`config.mk`:
```
export PLATFORM = sky130hd
export DESIGN_NAME = rmc_position_field_extractor
export DESIGN_NICKNAME = d
export VERILOG_FILES = /design/src/rtl/rpfe_pkg.sv /design/src/rtl/rmc_position_field_extractor.sv /design/src/rtl/rpfe_parser.sv /design/src/rtl/rpfe_out_reg.sv
export SDC_FILE = /design/constraint.sdc
export NUM_CORES = 1
export LEC_CHECK = 0
export BUFFER_PORTS_ARGS = -buffer_cell sky130_fd_sc_hd__clkbuf_2
export CORE_MARGIN = 2
export CORE_UTILIZATION = 32
export CTS_CLUSTER_SIZE = 16
export DETAILED_ROUTE_END_ITERATION = 12
export GPL_TIMING_DRIVEN = 0
export HOLD_SLACK_MARGIN = 0.03
export PLACE_DENSITY = 0.52
export SETUP_SLACK_MARGIN = 0.15
export SLEW_MARGIN = 20
export SYNTH_ARGS = -nofsm -noshare
export SYNTH_HDL_FRONTEND = slang
export SYNTH_SLANG_ARGS = --single-unit
```
`constraint.sdc`:
```
create_clock -name clock -period 9.1 [get_ports clock]
set_input_delay 1.82 -clock clock [delete_from_list [all_inputs] [get_ports clock]]
set_output_delay 1.82 -clock clock [all_outputs]
set_load 0.1 [all_outputs]
```
`src/rtl/rpfe_pkg.sv`:
```
// Shared types, constants and digit helpers for the RMC position field extractor.
package rpfe_pkg;

   localparam int SentenceLengthDefault = 70;
   localparam int SecPerMin             = 60;

   typedef logic [7:0]  pos_type;
   typedef logic [7:0]  char_type;
   typedef logic [13:0] acc_type;

   localparam char_type StartChar = 8'h24;
   localparam char_type TypeChar  = 8'h52;
   localparam char_type DotChar   = 8'h2E;
   localparam char_type ZeroChar  = 8'h30;
   localparam char_type NineChar  = 8'h39;

   localparam pos_type TypePos    = 8'd3;
   localparam pos_type LatDegPos  = 8'd20;
   localparam pos_type LatMinPos  = 8'd22;
   localparam pos_type LatFracPos = 8'd24;
   localparam pos_type LatFracEnd = 8'd29;
   localparam pos_type LonDegPos  = 8'd32;
   localparam pos_type LonMinPos  = 8'd35;
   localparam pos_type LonFracPos = 8'd37;
   localparam pos_type LonFracEnd = 8'd42;

   // bit positions in the field-stopped flags
   localparam int StopLatDeg  = 0;
   localparam int StopLatMin  = 1;
   localparam int StopLatFrac = 2;
   localparam int StopLonDeg  = 3;
   localparam int StopLonMin  = 4;
   localparam int StopLonFrac = 5;

   typedef struct packed {
      logic [6:0]  lat_deg;
      logic [6:0]  lat_min;
      logic [19:0] lat_seconds_e4;
      logic [9:0]  lon_degrees;
      logic [6:0]  lon_minutes;
      logic [19:0] lon_seconds_e4;
   } fix_type;

   typedef struct packed {
      logic emit;      // accepted beat closes an RMC sentence
      logic term_rmc;  // next captured beat would close an RMC sentence
   } parse_status_type;

   function automatic logic is_digit(input char_type c);
      return (c >= ZeroChar) && (c <= NineChar);
   endfunction

   // acc * 10 + digit, wrapping at the accumulator width
   function automatic acc_type dec_step(input acc_type acc, input char_type c);
      acc_type sum;
      sum = (acc << 3) + (acc << 1) + acc_type'(c[3:0]);
      return sum;
   endfunction

endpackage

```
`src/rtl/rmc_position_field_extractor.sv`:
```
// Top level of the RMC position field extractor.
//
//   port group   dir   handshake                payload
//   req_*        in    req_valid / req_ready    req_rx_byte
//   rsp_*        out   rsp_valid / rsp_ready    lat/lon degrees, minutes, seconds_e4
//
// One byte is taken per cycle while req_ready is high; parser state updates
// at the accepting edge. A result beat appears in the result register in the
// cycle after the byte that closes an RMC sentence (position SENTENCE_LENGTH-1).
// Reset clears capture state and the result valid; no clearing pass is needed.
// req_ready drops only when the closing byte of an RMC sentence is next and the
// result register still holds an untaken beat; otherwise bytes flow on stalls.
module rmc_position_field_extractor #(
   parameter int SENTENCE_LENGTH = rpfe_pkg::SentenceLengthDefault
) (
   input  logic        clock,
   input  logic        reset,
   input  logic        req_valid,
   output logic        req_ready,
   input  logic [7:0]  req_rx_byte,
   output logic        rsp_valid,
   input  logic        rsp_ready,
   output logic [6:0]  rsp_lat_deg,
   output logic [6:0]  rsp_lat_min,
   output logic [19:0] rsp_lat_seconds_e4,
   output logic [9:0]  rsp_lon_degrees,
   output logic [6:0]  rsp_lon_minutes,
   output logic [19:0] rsp_lon_seconds_e4
);
   import rpfe_pkg::*;

   parse_status_type status;
   fix_type          fix_next;
   fix_type          fix_out;
   logic             accept;

   assign req_ready = !(rsp_valid && !rsp_ready && status.term_rmc);
   assign accept    = req_valid && req_ready;

   rpfe_parser #(
      .SENTENCE_LENGTH(SENTENCE_LENGTH)
   ) u_parser (
      .clock   (clock),
      .reset   (reset),
      .accept  (accept),
      .rx_byte (req_rx_byte),
      .status  (status),
      .fix     (fix_next)
   );

   rpfe_out_reg u_out_reg (
      .clock     (clock),
      .reset     (reset),
      .load      (status.emit),
      .fix_in    (fix_next),
      .rsp_ready (rsp_ready),
      .rsp_valid (rsp_valid),
      .fix_out   (fix_out)
   );

   assign rsp_lat_deg        = fix_out.lat_deg;
   assign rsp_lat_min        = fix_out.lat_min;
   assign rsp_lat_seconds_e4 = fix_out.lat_seconds_e4;
   assign rsp_lon_degrees    = fix_out.lon_degrees;
   assign rsp_lon_minutes    = fix_out.lon_minutes;
   assign rsp_lon_seconds_e4 = fix_out.lon_seconds_e4;

endmodule

```
`src/rtl/rpfe_parser.sv`:
```
// Sentence position tracking and fixed-offset field accumulation.
module rpfe_parser #(
   parameter int SENTENCE_LENGTH = rpfe_pkg::SentenceLengthDefault
) (
   input  logic                        clock,
   input  logic                        reset,
   input  logic                        accept,
   input  rpfe_pkg::char_type          rx_byte,
   output rpfe_pkg::parse_status_type  status,
   output rpfe_pkg::fix_type           fix
);
   import rpfe_pkg::*;

   localparam pos_type LastPos = pos_type'(SENTENCE_LENGTH - 1);

   logic       capturing_ff, capturing_in;
   logic       rmc_ff, rmc_in;
   pos_type    pos_ff, pos_in;
   logic [5:0] stop_ff, stop_in;
   logic [6:0] lat_deg_ff, lat_deg_in;
   logic [6:0] lat_min_ff, lat_min_in;
   acc_type    lat_frac_ff, lat_frac_in;
   logic [9:0] lon_deg_ff, lon_deg_in;
   logic [6:0] lon_min_ff, lon_min_in;
   acc_type    lon_frac_ff, lon_frac_in;
   logic       at_last;
   logic       emit;
   logic       digit;

   assign at_last = pos_ff >= LastPos;
   assign digit   = is_digit(rx_byte);

   always_comb begin
      capturing_in = capturing_ff;
      rmc_in       = rmc_ff;
      pos_in       = pos_ff;
      stop_in      = stop_ff;
      lat_deg_in   = lat_deg_ff;
      lat_min_in   = lat_min_ff;
      lat_frac_in  = lat_frac_ff;
      lon_deg_in   = lon_deg_ff;
      lon_min_in   = lon_min_ff;
      lon_frac_in  = lon_frac_ff;
      emit         = 1'b0;
      if (accept) begin
         if (!capturing_ff) begin
            if (rx_byte == StartChar) begin
               // start char sits at position 0, nothing parsed there
               capturing_in = 1'b1;
               pos_in       = pos_type'(1);
               rmc_in       = 1'b0;
               stop_in      = '0;
               lat_deg_in   = '0;
               lat_min_in   = '0;
               lat_frac_in  = '0;
               lon_deg_in   = '0;
               lon_min_in   = '0;
               lon_frac_in  = '0;
            end
         end else if (at_last) begin
            // terminating beat is dropped
            emit         = rmc_ff;
            capturing_in = 1'b0;
            pos_in       = '0;
         end else begin
            pos_in = pos_ff + pos_type'(1);
            if (pos_ff == TypePos) begin
               rmc_in = (rx_byte == TypeChar);
            end
            if (pos_ff >= LatDegPos && pos_ff < LatMinPos) begin
               if (!stop_ff[StopLatDeg]) begin
                  if (digit) lat_deg_in = 7'(dec_step(acc_type'(lat_deg_ff), rx_byte));
                  else       stop_in[StopLatDeg] = 1'b1;
               end
            end else if (pos_ff >= LatMinPos && pos_ff < LatFracPos) begin
               if (!stop_ff[StopLatMin]) begin
                  if (digit) lat_min_in = 7'(dec_step(acc_type'(lat_min_ff), rx_byte));
                  else       stop_in[StopLatMin] = 1'b1;
               end
            end else if (pos_ff >= LatFracPos && pos_ff < LatFracEnd) begin
               if (pos_ff == LatFracPos) begin
                  if (rx_byte != DotChar) stop_in[StopLatFrac] = 1'b1;
               end else if (!stop_ff[StopLatFrac] && digit) begin
                  lat_frac_in = dec_step(lat_frac_ff, rx_byte);
               end else begin
                  stop_in[StopLatFrac] = 1'b1;
                  lat_frac_in          = dec_step(lat_frac_ff, ZeroChar);
               end
            end else if (pos_ff >= LonDegPos && pos_ff < LonMinPos) begin
               if (!stop_ff[StopLonDeg]) begin
                  if (digit) lon_deg_in = 10'(dec_step(acc_type'(lon_deg_ff), rx_byte));
                  else       stop_in[StopLonDeg] = 1'b1;
               end
            end else if (pos_ff >= LonMinPos && pos_ff < LonFracPos) begin
               if (!stop_ff[StopLonMin]) begin
                  if (digit) lon_min_in = 7'(dec_step(acc_type'(lon_min_ff), rx_byte));
                  else       stop_in[StopLonMin] = 1'b1;
               end
            end else if (pos_ff >= LonFracPos && pos_ff < LonFracEnd) begin
               if (pos_ff == LonFracPos) begin
                  if (rx_byte != DotChar) stop_in[StopLonFrac] = 1'b1;
               end else if (!stop_ff[StopLonFrac] && digit) begin
                  lon_frac_in = dec_step(lon_frac_ff, rx_byte);
               end else begin
                  stop_in[StopLonFrac] = 1'b1;
                  lon_frac_in          = dec_step(lon_frac_ff, ZeroChar);
               end
            end
         end
      end
   end

   always_ff @(posedge clock) begin
      if (reset) begin
         capturing_ff <= 1'b0;
         rmc_ff       <= 1'b0;
         pos_ff       <= '0;
         stop_ff      <= '0;
         lat_deg_ff   <= '0;
         lat_min_ff   <= '0;
         lat_frac_ff  <= '0;
         lon_deg_ff   <= '0;
         lon_min_ff   <= '0;
         lon_frac_ff  <= '0;
      end else begin
         capturing_ff <= capturing_in;
         rmc_ff       <= rmc_in;
         pos_ff       <= pos_in;
         stop_ff      <= stop_in;
         lat_deg_ff   <= lat_deg_in;
         lat_min_ff   <= lat_min_in;
         lat_frac_ff  <= lat_frac_in;
         lon_deg_ff   <= lon_deg_in;
         lon_min_ff   <= lon_min_in;
         lon_frac_ff  <= lon_frac_in;
      end
   end

   assign status.emit     = emit;
   assign status.term_rmc = capturing_ff && at_last && rmc_ff;

   // seconds * 1e4 = 60 * four fraction digits
   assign fix.lat_deg        = lat_deg_ff;
   assign fix.lat_min        = lat_min_ff;
   assign fix.lat_seconds_e4 = 20'(lat_frac_ff) * 20'(SecPerMin);
   assign fix.lon_degrees    = lon_deg_ff;
   assign fix.lon_minutes    = lon_min_ff;
   assign fix.lon_seconds_e4 = 20'(lon_frac_ff) * 20'(SecPerMin);

   a_emit_ends_capture : assert property (@(posedge clock) disable iff (reset)
      emit |=> !capturing_ff)
      else $error("capture still open after result beat");

   a_idle_pos_zero : assert property (@(posedge clock) disable iff (reset)
      !capturing_ff |-> pos_ff == '0)
      else $error("position nonzero while idle");

   a_capture_pos_range : assert property (@(posedge clock) disable iff (reset)
      capturing_ff |-> (pos_ff != '0) && (pos_ff <= LastPos))
      else $error("position out of range during capture");

endmodule

```
`src/rtl/rpfe_out_reg.sv`:
```
// Result register holding one fix beat until the consumer takes it.
module rpfe_out_reg (
   input  logic               clock,
   input  logic               reset,
   input  logic               load,
   input  rpfe_pkg::fix_type  fix_in,
   input  logic               rsp_ready,
   output logic               rsp_valid,
   output rpfe_pkg::fix_type  fix_out
);
   import rpfe_pkg::*;

   logic    valid_ff, valid_in;
   fix_type fix_ff;

   always_comb begin
      valid_in = valid_ff;
      if (load)                       valid_in = 1'b1;
      else if (valid_ff && rsp_ready) valid_in = 1'b0;
   end

   always_ff @(posedge clock) begin
      if (reset) begin
         valid_ff <= 1'b0;
      end else begin
         valid_ff <= valid_in;
      end
   end

   always_ff @(posedge clock) begin
      if (load) begin
         fix_ff <= fix_in;
      end
   end

   assign rsp_valid = valid_ff;
   assign fix_out   = fix_ff;

   a_no_overwrite : assert property (@(posedge clock) disable iff (reset)
      load |-> !(valid_ff && !rsp_ready))
      else $error("result beat overwritten before it was taken");

endmodule
```
==> results.json <==
{
  "setup-tns-final_ns": 0,
  "cts_resized": 0,
  "ys_seq_area_frac": 0.333,
  "row_count": 66,
  "status": "complete, no violations",
  "grt_pass1_vias": 7976,
  "rsz0062_at_grt": "false",
  "clk_pin_slew_ns": 0.06,
  "grt_pass1_wl_um": 39900,
  "synth_area_leaders": "edfxtp_1, dfxtp_1, ha_1",
  "top_level_ports": 85,
  "required_ns": 7.28,
  "gp_congestion": 0.854,
  "synthTopCellsByCount": "inv_1, ha_1, a21oi_1, dfxtp_1, nand2_1",
  "numCtsBuffers": 17,
  "ant_nets": 0,
  "hp-class": "reg -> reg",
  "ys_warn_count": 0,
  "synthFlopType": "dfxtp_1",
  "p_per_area_mw_per_mm2": 114,
  "timing.hold.ws_ns": 0.439,
  "post_cts_buffers": 0,
  "io_buffers": 80,
  "slew_headroom": 0.394,
  "syn-cell-area_sq_mm": 0.0106,
  "slowest_delay_ns": 0.43,
  "synthCells": 1095,
  "routed_via_density": 4.82,
  "dp_hpwl_um": 18100,
  "vias": 7984,
  "yosysTopAreaCell": "edfxtp_1",
  "fmax_mhz": 215,
  "drive_above_1_share": 0.119,
  "num_antenna_cells": 0,
  "ir_worst_vdd_uv": 114,
  "synth.most_common_cell": "inv_1",
  "coreArea_sq_mm": 0.0326,
  "cpMaxStageDelayCell": "clkbuf_2",
  "synth_seq_cells": 143,
  "end_kind": "output port",
  "htreeDepth": 4,
  "grt_max_degree": 17,
  "cts.path.max_buffers": 2,
  "crit_chain": "clkbuf_2, nand2b_1, nor2_1, nand3_1, clkbuf_2",
  "finalCritPeriodShare": 0.511,
  "ys_types": 71,
  "die_w_um": 186,
  "initial_utilization": 0.326,
  "regArea_sq_mm": 0.00353,
  "synth_edf_count": 67,
  "cts.sinks": 143,
  "grt_overflow": 0,
  "critPathKind": "in -> out",
  "clockRootBuffer": "clkbuf_16",
  "yosysTopAreaCellShare": 0.189,
  "final_area_sq_mm": 0.0122,
  "synthArstFlopShare": 0,
  "drc_errors": 0,
  "tightest_slew_ns": 0.909,
  "first_iter_violations": 326,
  "cts_hold_buf": 0,
  "track_usage": 0.145,
  "setup-violations-final": 0,
  "place_area_sq_mm": 0.0117,
  "leakagePower_nw": 5.42,
  "drtPass1Iterations": 4,
  "period_needed_ns": 4.65,
  "area_delta_synth_final_pct": 15.1,
  "skew_ns": 0.0124,
  "maxSlewViolCount": 0,
  "cpMostUsedCell": "clkbuf_2",
  "cts_tree": "yes",
  "drt-total-wl_um": 23600,
  "die_h_um": 186,
  "syn_avg_cell_area_sq_um": 9.70,
  "critPathMaxFanout": 2,
  "layout.nets": 1386,
  "nFillCells": 3263,
  "antenna_found_initial": 1,
  "hold_viol_final": 0,
  "drv_cap": 0,
  "multiInputGateArea_sq_mm": 0.00651,
  "clk_latency_ns": 0.43,
  "crit_path_start_kind": "input pin",
  "arrival_ns": 2.83,
  "dieArea_sq_mm": 0.0347,
  "wl_per_cell_um": 14.2
}
metrics by stage:
step | power (mW) | utilization | setup slack (ns) | std cells
floorplan | 0.704 | - | 1.99 | 1098
global placement | 0.718 | 0.355 | 0.595 | 1620
detailed placement | 0.718 | 0.357 | 4.47 | 1626
CTS | 1.42 | 0.375 | 4.45 | 1658
global route | 1.44 | 0.375 | 4.35 | 1658
finish | 1.40 | 0.375 | 4.45 | 1658
layout by cell type (no fill, tap or decap), types with 29 or more instances in the layout:
cell	netlist	final
a21o_1	29	29
a21oi_1	90	90
clkbuf_2	0	80
dfxtp_1	76	76
edfxtp_1	67	67
fa_1	62	62
ha_1	109	109
inv_1	113	113
nand2_1	76	76
nand3_1	38	38
nor2_1	65	65
o21ai_0	32	32
xnor2_1	59	59
registers in the layout, indices dropped and copies added, names as in the netlist, 7 cells and up:
name	cells
u_out_reg.fix_out	67
u_parser.lat_frac_ff	14
u_parser.lon_frac_ff	14
u_parser.lon_deg_ff	10
u_parser.pos_ff	8
u_parser.lat_deg_ff	7
u_parser.lat_min_ff	7
u_parser.lon_min_ff	7
where the power goes:
part	internal, mW	switching (mW)	total (mW)
Combinational	0.00873	0.0283	0.0370
Sequential	0.667	0.0000370	0.667
Clock	0.385	0.310	0.695
final timing paths:
check	from	end	slack [ns]	cells past startpoint
setup / recovery	rsp_ready	req_ready	4.45	5
setup reg to reg	u_parser.lat_frac_ff[1]	u_out_reg.fix_out[55]	5.18	11
hold reg to reg	u_parser.lon_deg_ff[9]	u_out_reg.fix_out[36]	0.44	0
hold / removal	u_parser.lon_deg_ff[9]	u_out_reg.fix_out[36]	0.44	0
logic make-up after synthesis:
| family | synth area share |
|---|---|
| buffers and inverters | 0.0567 |
| AOI/OAI and AO/OA | 0.146 |
| other | 0.000353 |
| xor gates and xnor gates | 0.0709 |
| DFF | 0.333 |
| muxes | 0.0106 |
| adders and majority gates | 0.245 |
| and+or+nand+nor | 0.137 |
area by class of cell:
class,instances,share of cell area
Multi-Input combinational cell,804,0.533
Sequential cell,143,0.289
Clock inverter,15,0.0120
Buffer,37,0.0142
Timing Repair Buffer,86,0.0370
Tap cell,442,0.0452
Clock buffer,17,0.0348
Inverter,114,0.0350
critical path, delay by kind of cell:
family | cells | cell delay (ns)
AND/OR/NAND/NOR | 3 | 0.51
buffers and inverters | 2 | 0.51
layer usage:
layer  wire length (um)  share of wire  up-vias  global-route usage
met5                 12        0.00051        -                   0
li1                   -              -     4054                   -
met4                363          0.015        2              0.0435
met2              11300           0.48      113               0.245
met3                671          0.028       26              0.0251
met1              11300           0.48     3789               0.190
Power figures use the tool's default switching activity.
